**config.mk**
```make
export PLATFORM = sky130hd
export DESIGN_NAME = pfs_ctrl
export DESIGN_NICKNAME = d
export VERILOG_FILES = /design/src/pfs_pkg.sv /design/src/pfs_ctrl.sv
export SDC_FILE = /design/constraint.sdc
export NUM_CORES = 1
export LEC_CHECK = 0
export ABC_AREA = 0
export BUFFER_PORTS_ARGS = -buffer_cell sky130_fd_sc_hd__buf_2
export CAP_MARGIN = 20
export CORE_MARGIN = 10
export CORE_UTILIZATION = 30
export CTS_CLUSTER_DIAMETER = 50
export DETAILED_ROUTE_END_ITERATION = 7
export PLACE_DENSITY = 0.57
export SLEW_MARGIN = 20
export SYNTH_ARGS = -nofsm -noshare
export SYNTH_HDL_FRONTEND = slang
export SYNTH_SLANG_ARGS = --single-unit
```
**constraint.sdc**
```tcl
create_clock -name i_clk -period 3.6 [get_ports i_clk]
set_input_delay 0.18 -clock i_clk [delete_from_list [all_inputs] [get_ports i_clk]]
set_output_delay 0.18 -clock i_clk [all_outputs]
set_load 0.01 [all_outputs]
```
**src/pfs_pkg.sv**
```systemverilog
// Package for printf_format_stream: payload structs, command codes,
// controller/datapath command and status structs. No dependencies.
package pfs_pkg;
    localparam logic [1:0] CMD_FMT = 2'd0;
    localparam logic [1:0] CMD_STR = 2'd1;
    localparam logic [1:0] CMD_END = 2'd2;
    localparam int DigitMax = 16;
    localparam int DigitW = 5;

    typedef struct packed {
        logic [1:0]  command;
        logic [7:0]  char_byte;
        logic [63:0] arg_value;
        logic        arg_null;
    } t_in;

    typedef struct packed {
        logic [7:0]  out_char;
        logic        last;
        logic        is_end;
        logic [31:0] total_count;
    } t_out;

    // datapath source selection for the output byte
    localparam logic [1:0] SRC_CHAR = 2'd0;
    localparam logic [1:0] SRC_DIGIT = 2'd1;
    localparam logic [1:0] SRC_END = 2'd2;

    typedef struct packed {
        logic       load;      // capture request, start conversion
        logic       emit;      // push one result
        logic [1:0] src;
        logic [7:0] chr;
        logic       last;
        logic       cnt_bump;  // count one without result
        logic       cnt_clr;
        logic       dec_step;  // one divide-by-10 step
        logic       hex_mode;
        logic       upper;
    } t_cmd;

    typedef struct packed {
        logic                dec_done;
        logic [DigitW-1:0]   ndig;
        logic                out_busy;
    } t_sts;

    function automatic logic [7:0] hex_char(input logic [3:0] d, input logic up);
        if (d < 4'd10) return 8'h30 + {4'd0, d};
        return (up ? 8'h37 : 8'h57) + {4'd0, d};
    endfunction
endpackage

```
**src/pfs_ctrl.sv**
```systemverilog
// Controller FSM: decodes requests and sequences the datapath.
// Uses pfs_pkg.
module pfs_ctrl (
    input  logic           i_clk,
    input  logic           i_rst_n,
    input  logic           i_valid,
    output logic           o_stall,
    input  pfs_pkg::t_in   i_data,
    output pfs_pkg::t_cmd  o_cmd,
    input  pfs_pkg::t_sts  i_sts
);
    import pfs_pkg::*;
    localparam logic [2:0] S_IDLE = 3'd0;
    localparam logic [2:0] S_DEC  = 3'd1;
    localparam logic [2:0] S_PRE  = 3'd2;
    localparam logic [2:0] S_DIG  = 3'd3;
    localparam logic [2:0] S_NULL = 3'd4;

    logic [2:0] r_state, n_state;
    logic       r_pend, n_pend;
    logic [4:0] r_idx, n_idx;       // prefix/null index, or digit index
    logic [2:0] r_pre, n_pre;       // prefix kind: 0 none, 2 0x, 7 clear count
    logic [63:0] r_hv;
    logic       acc;
    logic [7:0] b;
    logic [4:0] hexn;
    logic [7:0] nullc;

    assign o_stall = (r_state != S_IDLE) || i_sts.out_busy;
    assign acc = i_valid && !o_stall;
    assign b = i_data.char_byte;

    always_comb begin
        hexn = 5'd1;
        for (int k = 1; k < DigitMax; k++)
            if (r_hv[4*k +: 4] != 4'd0) hexn = 5'(k + 1);
    end
    always_comb begin
        case (r_idx[2:0])
            3'd0: nullc = "(";
            3'd1: nullc = "n";
            3'd2: nullc = "u";
            3'd3: nullc = "l";
            3'd4: nullc = "l";
            default: nullc = ")";
        endcase
    end

    always_comb begin
        o_cmd = '0;
        n_state = r_state; n_pend = r_pend; n_idx = r_idx;
        n_pre = r_pre;
        case (r_state)
            S_IDLE: if (acc) begin
                case (i_data.command)
                    CMD_STR: begin
                        o_cmd.emit = 1'b1; o_cmd.src = SRC_CHAR;
                        o_cmd.chr = b; o_cmd.last = 1'b1;
                    end
                    CMD_END: begin
                        o_cmd.cnt_bump = r_pend;
                        o_cmd.emit = 1'b1; o_cmd.src = SRC_END; o_cmd.last = 1'b1;
                        o_cmd.cnt_clr = 1'b0;
                        n_pend = 1'b0;
                        n_state = S_PRE; n_pre = 3'd7; // clear after report
                    end
                    CMD_FMT: begin
                        if (!r_pend) begin
                            if (b == "%") n_pend = 1'b1;
                            else begin
                                o_cmd.emit = 1'b1; o_cmd.chr = b; o_cmd.last = 1'b1;
                            end
                        end else begin
                            n_pend = 1'b0;
                            n_idx = '0;
                            case (b)
                                "c", "%": begin
                                    o_cmd.emit = 1'b1; o_cmd.last = 1'b1;
                                    o_cmd.chr = (b == "c") ? i_data.arg_value[7:0] : b;
                                end
                                "s": if (i_data.arg_null) n_state = S_NULL;
                                "d", "i", "u": begin
                                    o_cmd.load = 1'b1; n_state = S_DEC;
                                    n_pre = 3'd0;
                                    if (b != "u" && i_data.arg_value[31]) begin
                                        o_cmd.emit = 1'b1; o_cmd.chr = "-";
                                    end
                                end
                                "x", "X", "p": begin
                                    o_cmd.load = 1'b1; o_cmd.hex_mode = 1'b1;
                                    o_cmd.upper = (b == "X");
                                    n_pre = (b == "p") ? 3'd2 : 3'd0;
                                    n_state = S_PRE;
                                end
                                default: o_cmd.cnt_bump = 1'b1;
                            endcase
                        end
                    end
                    default: ;
                endcase
            end
            S_DEC: begin
                if (i_sts.dec_done) begin
                    n_idx = 5'(i_sts.ndig - 1'b1); n_state = S_DIG;
                end else o_cmd.dec_step = 1'b1;
            end
            S_PRE: begin
                if (r_pre == 3'd7) begin
                    o_cmd.cnt_clr = 1'b1; n_state = S_IDLE;
                end else if (r_pre == 3'd2 && !i_sts.out_busy) begin
                    o_cmd.emit = 1'b1; o_cmd.chr = (r_idx == 5'd0) ? "0" : "x";
                    n_idx = r_idx + 1'b1;
                    if (r_idx == 5'd1) begin n_pre = 3'd0; n_idx = 5'(hexn - 1'b1);
                        n_state = S_DIG; end
                end else if (r_pre == 3'd0) begin
                    n_idx = 5'(hexn - 1'b1); n_state = S_DIG;
                end
            end
            S_DIG: if (!i_sts.out_busy) begin
                o_cmd.emit = 1'b1; o_cmd.src = SRC_DIGIT; o_cmd.chr = {3'd0, r_idx};
                o_cmd.last = (r_idx == 5'd0);
                n_idx = r_idx - 1'b1;
                if (r_idx == 5'd0) n_state = S_IDLE;
            end
            S_NULL: if (!i_sts.out_busy) begin
                o_cmd.emit = 1'b1; o_cmd.chr = nullc; o_cmd.last = (r_idx == 5'd5);
                n_idx = r_idx + 1'b1;
                if (r_idx == 5'd5) n_state = S_IDLE;
            end
            default: n_state = S_IDLE;
        endcase
    end

    always_ff @(posedge i_clk) begin
        if (acc) r_hv <= i_data.arg_value & ((i_data.char_byte == "p") ? 64'hFFFF_FFFF_FFFF_FFFF
                                                                       : 64'h0000_0000_FFFF_FFFF);
        if (!i_rst_n) begin
            r_state <= S_IDLE; r_pend <= 1'b0; r_idx <= '0; r_pre <= '0;
        end else begin
            r_state <= n_state; r_pend <= n_pend; r_idx <= n_idx;
            r_pre <= n_pre;
        end
    end
endmodule

```
==> results of run 1 <==
-- metrics by stage --
stage	power [mW]	utilization [%]	instances	worst slack (ns)	hold WS [ns]
floorplan	1.212	-	405	0.5769	0.2789
global placement	1.328	35.95	667	0.6432	0.3564
detailed placement	1.333	35.95	667	0.5682	0.3581
CTS	2.306	38.40	683	0.5464	0.009250
global route	2.393	38.40	683	0.3279	0.007054
finish	2.282	38.40	683	0.5607	0.02454
-- synthesized netlist by cell type, drive strengths merged, types with 5 or more instances --
cell type,instances
edfxtp,60
and2,33
nand2,24
o21ai,22
nor2,21
nor4,18
a21oi,17
nand3,17
clkbuf,16
dfxtp,11
ha,11
inv,11
nor3,10
or4,10
and3,7
o211ai,7
a31oi,6
a211oi,5
buf,5
nand2b,5
nor2b,5
nor3b,5
nor4b,5
o31ai,5
-- cells in the final DEF, fill, tap and decap left out, drive strengths merged, types with 5 or more instances in the layout --
master,count
inv,15
a211oi,5
ha,11
and2,33
nor4,18
nand2b,5
nor3,10
o21ai,22
nor2,21
o211ai,7
edfxtp,60
nand2,24
or4,10
and3,7
a31oi,6
dfxtp,11
nor2b,5
clkbuf,9
nor3b,5
nand3,17
nor4b,5
buf,107
o31ai,5
a21oi,17
-- power breakdown --
part / leakage, nW / internal [mW] / switching [mW]
Combinational: 1.15 / 0.126 / 0.184
Sequential: 0.660 / 0.963 / 0.0419
Clock: 0.155 / 0.616 / 0.352
-- state kept, by name, indices dropped and copies added (netlist names) --
name     count
r_pend       1
r_pre        2
r_state      3
r_hv        60
r_idx        5
-- worst paths after layout --
path | start | to | cells past startpoint
min | i_data[13] | r_hv[12] | 1
max | r_hv[12] | r_idx[2] | 10
min reg2reg | r_pre[1] | r_pre[1] | 2
max reg2reg | r_hv[12] | r_idx[2] | 10
-- worst max-delay path, stage by stage (launching register included) --
cell and delay, ns:
edfxtp_1 0.37, or4_1 0.59, a211oi_1 0.26, o311ai_0 0.15, a31oi_1 0.25, o21ai_0 0.12
ha_1 0.30, or4_1 0.53, a21oi_1 0.16, o31ai_1 0.08, a21boi_0 0.17
-- per-layer routing --
metal	part of all wire, %	up-vias	track usage [%]
met5	0	-	0
met1	46	1667	15.00
met4	0.62	0	3.162
met2	47	88	19.21
li1	-	1763	-
met3	6.4	5	4.443
-- logic make-up (layout without fill, tap and decap cells) --
family / count (synthesis) / count (layout) / synth area share, %
AND/OR/NAND/NOR: 183 / 183 / 26.50
AO/OA/AOI/OAI: 98 / 98 / 15.96
buffers and inverters: 33 / 135 / 3.354
multiplexers: 2 / 2 / 0.5439
adder cells (fa/ha/maj): 11 / 11 / 3.324
flip-flops: 71 / 71 / 48.84
XOR/XNOR: 7 / 7 / 1.481
-- cell type report --
cell class,count,area (um2)
flip-flops and latches,71,2022
inverters,12,45.04
repair buffers,107,545.5
clock buffers,9,225.2
well taps,176,220.2
fillers,1314,8254
clock inverters,7,103.9
multi-input cells,301,1984
==> summary.md, run 1 <==
| Metric | Value |
|---|---|
| Post-DP Area | `4817 um2` |
| Maximum VDD drop | `297.0 uV` |
| CTS resizes | `0` |
| Number of global-route vias before repair | `3,569` |
| Antenna Nets Post-Route | `0` |
| CTS tree | `done` |
| Drt first pass iters | `4` |
| Port Buffer Count | `103` |
| Final WL | `11.21 mm` |
| N_diodes | `0` |
| Post-synthesis cell count | `405` |
| Slew headroom | `36.32%` |
| Iteration-0 DRC Markers | `254` |
| Maximum clock insertion buffer count | `2` |
| Clock slew at the register clock pins of the worst setup and hold paths | `0.06 ns` |
| Layout Nets | `598` |
| Final Hold Fails | `0` |
| TNS Setup | `0 ns` |
| Leak | `1.963 nW` |
| Num Clock Sinks | `71` |
| Post-synth EDFFs | `60` |
| Power Dens Cells | `443.5 nW/um2` |
| Max Clk Rate | `329.0 MHz` |
| Row count | `42` |
| Register-to-Register Setup Slack | `0.56 ns` |
| Final HPWL DP | `8.842 mm` |
| Max Cap Viol | `0` |
| Die Ht | `137.5 um` |
| Sequential fraction of the synthesis area | `48.84%` |
| Flops & latches, synth | `71` |
| Syn. warnings | `0` |
| Total CTS buffers | `9` |
| Setup violators final | `0` |
| Mapped Area | `4140 um2` |
| Final period util | `84.42%` |
| Worst-Margin Slew | `0.9479 ns` |
| Yosys cell types | `68` |
| Synth Area per Inst | `10.22 um2` |
| Status | `finished clean` |
| Via count | `3,523` |
| Largest net degree at the start of global routing | `36` |
| DR vias/cell | `5.158` |
| Core footprint | `13,400 um2` |
| Min Tclk post-route | `3.039 ns` |
| Mapped Nets | `501` |
| Area contributors post-synth | `edfxtp_1 (44%), dfxtp_1 (5.3%), and2_1 (5.0%)` |
| # hold bufs at CTS | `0` |
| Worst-path fanout max | `6` |
| Predominant post-synthesis flop cell | `edfxtp_1` |
| Area grow syn2layout | `24.30%` |
| DRC | `0` |
| CP required | `3.85 ns` |
| DIE AREA | `18,900 um2` |
| Hold WC Path Type | `primary input to register` |
| # Post-CTS Setup Buffers | `0` |
| Crit. End Element | `register` |
| Initial antenna violation count | `0` |
| Worst skew pair latency | `0.33 ns` |
| RSZ-0062 raised after global routing | `false` |
| Startpoint types | `register` |
| Finished Cell Area | `5146 um2` |
| Drt wl/cell | `16.41 um` |
| Initial Util | `30.90%` |
| Max-slew violation count | `0` |
| Layout cells sized above 1 | `26.82%` |
| Final GP Congestion | `0.8533` |
| CTS Root Cell | `clkbuf_16` |
| I/O pins | `104` |
| Worst Path Class, Setup | `register to register` |
| GRT Total Usage | `12.04%` |
| Die width | `137.5 um` |
| Ys async rst share | `0%` |
| H-tree Lvls | `3` |
| Largest area contributor in the netlist | `edfxtp_1` |
| Crit path DAT | `3.29 ns` |
| Post-synth top area share | `43.52%` |
| Grt total ovfl | `0` |
| First-pass GRT wire length | `18.08 mm` |
| Clock Skew | `0.006908 ns` |
Note: power is estimated with default switching activity, not from simulation.
==> run 2, diff against run 1 <==
==> constraint.sdc (replaced) <==
create_clock -name i_clk -period 2.9 [get_ports i_clk]
set_input_delay 0.145 -clock i_clk [delete_from_list [all_inputs] [get_ports i_clk]]
set_output_delay 0.145 -clock i_clk [all_outputs]
set_load 0.01 [all_outputs]
==> run 2 against run 1 <==
  * Die area stayed put
  * Sequential share of layout area fell by 2.2 points
  * Via count rose by 4.1%
  * Total power increased by 20%
==> summary.md, run 2 (synthesis gave the netlist of run 1 again) <==
| Metric | Value |
|---|---|
| Drt first pass iters | `4` |
| Total CTS buffers | `9` |
| # fillers | `1,300` |
| Core footprint | `13,400 um2` |
| Max Clk Rate | `359.5 MHz` |
| Via count | `3,667` |
| Min Tclk post-route | `2.781 ns` |
| Final period util | `95.91%` |
| Iteration-0 DRC Markers | `244` |
| Crit. End Element | `register` |
| Worst Path Class, Setup | `register to register` |
| Die width | `137.5 um` |
| Initial Util | `30.90%` |
| Maximum clock insertion buffer count | `2` |
| CP required | `3.15 ns` |
| Status | `finished clean` |
| Leading cell type in the layout, fill and taps excluded | `buf_2` |
| Layout cells sized above 1 | `27.96%` |
| Slew headroom | `35.43%` |
| Setup violators final | `0` |
| Port Buffer Count | `103` |
| Max reg flops | `60` |
| Clock Skew | `0.005545 ns` |
| Maximum VDD drop | `317.2 uV` |
| Crit path DAT | `3.03 ns` |
| TNS Setup | `0 ns` |
| Total power | `2.730 mW` |
| I/O pins | `104` |
| Power Dens Cells | `500.9 nW/um2` |
| Initial antenna violation count | `0` |
| DR vias/cell | `5.122` |
| CTS Root Cell | `clkbuf_16` |
| Row count | `42` |
| H-tree Lvls | `3` |
| Antenna Nets Post-Route | `0` |
| GRT Total Usage | `12.59%` |
| First-pass GRT wire length | `18.93 mm` |
| Final WL | `11.66 mm` |
| Startpoint types | `register` |
| Worst-path fanout max | `2` |
| DRC | `0` |
| Worst-Margin Slew | `0.9612 ns` |
| Worst skew pair latency | `0.33 ns` |
| Max Cap Viol | `0` |
| Post-route insts no fill | `716` |
| Area grow syn2layout | `31.61%` |
| Most frequent cells in the layout | `buf_2 (103), edfxtp_1 (60), and2_1 (33)` |
| Drt wl/cell | `16.29 um` |
| Die Ht | `137.5 um` |
| Largest registers | `r_hv: 60 flops, r_idx: 5 flops, r_state: 3 flops` |
| Final Hold Fails | `0` |
| RSZ-0062 raised after global routing | `true` |
| Layout Nets | `633` |
| Largest Register | `r_hv` |
| Leak | `2.114 nW` |
| Register-to-Register Setup Slack | `0.12 ns` |
| DIE AREA | `18,900 um2` |
| Clock slew at the register clock pins of the worst setup and hold paths | `0.05 ns` |
| Hold depth | `1` |
| Number of global-route vias before repair | `3,756` |
| Num Clock Sinks | `71` |
| Reg2Reg Depth | `10` |
| Placed Instances | `680` |
| CTS tree | `done` |
| Final HPWL DP | `8.831 mm` |
| Grt total ovfl | `0` |
| Final GP Congestion | `0.8789` |
| N_diodes | `0` |
| Hold WC Path Type | `primary input to register` |
| Largest net degree at the start of global routing | `67` |
| Max-slew violation count | `0` |
-- run 2: cell count changes in the layout (fill, tap and decap cells not counted), sizes merged --
cell,before,now
clkinv,0,4
buf,107,121
bufinv,2,1
clkinvlp,2,0
dlygate4sd3,0,21
clkbuf,9,10
inv,15,11
-- run 2: path summary, 6_finish.rpt --
| kind | from | endpoint |
|---|---|---|
| max | r_hv[13] | r_idx[2] |
| min | i_data[22] | r_hv[21] |
| max reg2reg | r_hv[13] | r_idx[2] |
| min reg2reg | r_pre[1] | r_pre[1] |
-- run 2: per-layer routing --
metal  track usage, %  wire, um
met2            20.49      5575
met4            4.625       175
met3            3.168       677
met1            15.73      5234
met5                0         0
-- run 2: what timing repair did --
action | 4_1_cts | 5_1_grt
pin swaps | 0 | 2
hold endpoints to repair | 21 | 0
setup endpoints to repair | 1 | 4
hold buffers | 21 | 0
resized for setup | 1 | 6
setup buffers | 0 | 1
-- run 2: report_power, final --
part,internal (mW),total [mW],switching (mW)
Clock,0.654,1.05,0.397
Sequential,1.20,1.25,0.0533
Combinational,0.191,0.429,0.238
Total,2.04,2.73,0.688
-- run 2: cell type report --
cell class | count | area (um2) | area share [%]
clock buffers | 10 | 229.0 | 4.202
inverters | 12 | 46.29 | 0.8496
flip-flops and latches | 71 | 2022 | 37.11
well taps | 176 | 220.2 | 4.041
multi-input cells | 301 | 2009 | 36.88
repair buffers | 142 | 873.3 | 16.03
clock inverters | 4 | 48.80 | 0.8955
-- run 2: critical path, stage by stage (launching register included) --
cell      delay, ns
edfxtp_1       0.36
or4_4          0.56
a211oi_2       0.23
o311ai_1       0.11
a31oi_1        0.18
o21ai_0        0.12
ha_1           0.21
or4_1          0.55
a21oi_2        0.15
o31ai_1        0.08
a21boi_0       0.17
-- run 2: metrics by stage --
stage	util (%)	instance area [um2]	hold slack, ns	setup WS, ns
floorplan	-	4141	0.2439	0.1536
global placement	36.78	4928	0.3224	0.07848
detailed placement	36.78	4928	0.3231	-0.008811
CTS	40.46	5421	0.004010	0.02277
global route	40.66	5449	0.004174	-0.02963
finish	40.66	5449	0.01588	0.1185
==> run 3, diff against run 2 <==
--- a/config.mk
+++ b/config.mk
@@ -8,12 +8,12 @@
 export ABC_AREA = 0
 export BUFFER_PORTS_ARGS = -buffer_cell sky130_fd_sc_hd__buf_2
 export CAP_MARGIN = 20
-export CORE_MARGIN = 10
+export CORE_MARGIN = 3
 export CORE_UTILIZATION = 30
 export CTS_CLUSTER_DIAMETER = 50
 export DETAILED_ROUTE_END_ITERATION = 7
 export PLACE_DENSITY = 0.57
-export SLEW_MARGIN = 20
+export SLEW_MARGIN = 10
 export SYNTH_ARGS = -nofsm -noshare
 export SYNTH_HDL_FRONTEND = slang
 export SYNTH_SLANG_ARGS = --single-unit
==> constraint.sdc (replaced) <==
create_clock -name i_clk -period 2.9 [get_ports i_clk]
set_input_delay 0.145 -clock i_clk [delete_from_list [all_inputs] [get_ports i_clk]]
set_output_delay 0.145 -clock i_clk [all_outputs]
set_load 0.05 [all_outputs]
==> run 3 against run 2 <==
  * Worst setup slack worse by 0.022 ns
  * Clock power is 4% lower
  * Die area is 19% lower
  * Critical endpoint unchanged
==> summary.md, run 3 (synthesis gave the netlist of run 1 again) <==
| Metric | Value |
|---|---|
| Switch Pwr | `762.9 uW` |
| CTS Root Cell | `clkbuf_16` |
| Layout cells sized above 1 | `28.52%` |
| Internal | `1.975 mW` |
| H-tree Lvls | `3` |
| Leak | `2.109 nW` |
| Num Clock Sinks | `71` |
| Post-DP Area | `4940 um2` |
| Iteration-0 DRC Markers | `181` |
| Initial Util | `31.02%` |
| Layout Nets | `631` |
| Worst-path fanout max | `2` |
| I/O pins | `104` |
| PnR worst setup slack | `0.09635 ns` |
| Maximum VDD drop | `362.1 uV` |
| Logic pwr share | `17.6%` |
| Power Dens Cells | `503.1 nW/um2` |
| Worst Path Class, Setup | `register to register` |
| DIE AREA | `15,250 um2` |
| Final HPWL DP | `8.343 mm` |
| GRT Total Usage | `14.94%` |
| Clock power share | `37.0%` |
| Slew headroom | `38.89%` |
| Most frequent cells in the layout | `buf_2 (103), edfxtp_1 (60), and2_1 (33)` |
| Hold WC Path Type | `primary input to register` |
| DRC | `0` |
| Leading cell type in the layout, fill and taps excluded | `buf_2` |
| Max Cap Viol | `0` |
| RSZ-0062 raised after global routing | `true` |
| Maximum clock insertion buffer count | `2` |
| Crit. End Element | `register` |
| Initial antenna violation count | `0` |
| Total power | `2.738 mW` |
| Final period util | `96.68%` |
| Port Buffer Count | `103` |
| Final GP Congestion | `0.8374` |
| Worst-Margin Slew | `0.9096 ns` |
| Number of global-route vias before repair | `3,565` |
| Final Hold Fails | `0` |
| Switching Share | `27.86%` |
| Core footprint | `13,350 um2` |
| Largest net degree at the start of global routing | `67` |
| Antenna Nets Post-Route | `0` |
| Startpoint types | `register` |
| Die width | `123.5 um` |
| Min Tclk post-route | `2.804 ns` |
| Crit path DAT | `3.05 ns` |
| First-pass GRT wire length | `17.88 mm` |
| Max Clk Rate | `356.7 MHz` |
| Max-slew violation count | `0` |
| Setup violators final | `0` |
| Max reg flops | `60` |
| Largest Register | `r_hv` |
| Setup WS pre-CTS | `-0.02148 ns` |
| Placed Instances | `680` |
| Worst skew pair latency | `0.33 ns` |
| Drt first pass iters | `4` |
| Drt wl/cell | `15.58 um` |
| Die Ht | `123.5 um` |
| Row count | `42` |
| Via count | `3,646` |
| DR vias/cell | `5.085` |
| Area grow syn2layout | `31.46%` |
| CP required | `3.15 ns` |
| Grt total ovfl | `0` |
| Largest registers | `r_hv: 60 flops, r_idx: 5 flops, r_state: 3 flops` |
| Total CTS buffers | `9` |
| CTS tree | `done` |
| Clock slew at the register clock pins of the worst setup and hold paths | `0.06 ns` |
| Register share of total power | `45.4%` |
| Register-to-Register Setup Slack | `0.1 ns` |
| Finished Cell Area | `5443 um2` |
| Final WL | `11.17 mm` |
| Clock Skew | `0.007360 ns` |
| Post-route insts no fill | `717` |
| Status | `finished clean` |
run 3: cell types whose count changed in the layout (fill, tap and decap cells not counted), moves of 2 or more:
cell | before | now
a21oi_1 | 15 | 17
a21oi_2 | 2 | 0
nor4b_2 | 1 | 3
o21ai_1 | 1 | 4
nor4b_1 | 3 | 1
o21ai_0 | 21 | 18
run 3: stage by stage:
stage          hold slack [ns]   TNS (ns)  utilization, %
5_1_grt               0.002666   -0.07865           40.76
3_3_place_gp            0.3234          0           37.01
2_1_floorplan           0.2439  -0.001770               -
6_report               0.01276          0           40.78
4_1_cts               0.003158          0           40.61
3_5_place_dp            0.3231   -0.02148           37.01
run 3: repair_timing:
| item | in CTS | in global routing |
|---|---|---|
| endpoints found under the setup margin | 1 | 7 |
| buffers inserted | 0 | 0 |
| pin swaps | 1 | 1 |
| hold buffers | 20 | 0 |
| resized for setup | 1 | 6 |
| hold endpoints to repair | 20 | 0 |
run 3: worst paths after layout:
kind              startpoint  cells past startpoint       end
hold reg to reg     r_pre[0]                      2  r_pre[0]
setup / recovery    r_hv[13]                     10  r_idx[2]
hold / removal    i_data[24]                      1  r_hv[23]
setup reg to reg    r_hv[13]                     10  r_idx[2]
run 3: power groups by stage:
stage | Combinational, mW | Sequential, mW | Clock [mW]
6_report | 0.481 | 1.24 | 1.01
3_5_place_dp | 0.456 | 1.26 | 0
4_1_cts | 0.478 | 1.24 | 1.03
3_3_place_gp | 0.452 | 1.26 | 0
5_1_grt | 0.529 | 1.25 | 1.08
2_1_floorplan | 0.305 | 1.24 | 0
run 3: area by class of cell:
class | instances | area (um2)
Antenna cell | 1 | 2.502
Inverter | 12 | 46.29
Clock inverter | 6 | 46.29
Timing Repair Buffer | 140 | 855.8
Sequential cell | 71 | 2023
Fill cell | 1335 | 7905
Multi-Input combinational cell | 301 | 2019
Clock buffer | 10 | 229.0
Tap cell | 176 | 220.2
run 3: layer usage:
metal / global-route usage, % / up-vias / part of all wire, %
li1: - / 1831 / -
met1: 20.83 / 1725 / 47
met2: 23.75 / 88 / 48
met3: 3.065 / 2 / 4.8
met4: 3.737 / 0 / 0.26
met5: 0 / - / 0
run 3: critical path, cell delays in order, from the launching register on:
cell and delay [ns]:
edfxtp_1 0.37, or4_4 0.56, a211oi_2 0.22, o311ai_1 0.11, a31oi_1 0.22, o21ai_0 0.12
ha_1 0.21, or4_1 0.52, a21oi_1 0.16, o31ai_1 0.07, a21boi_0 0.17
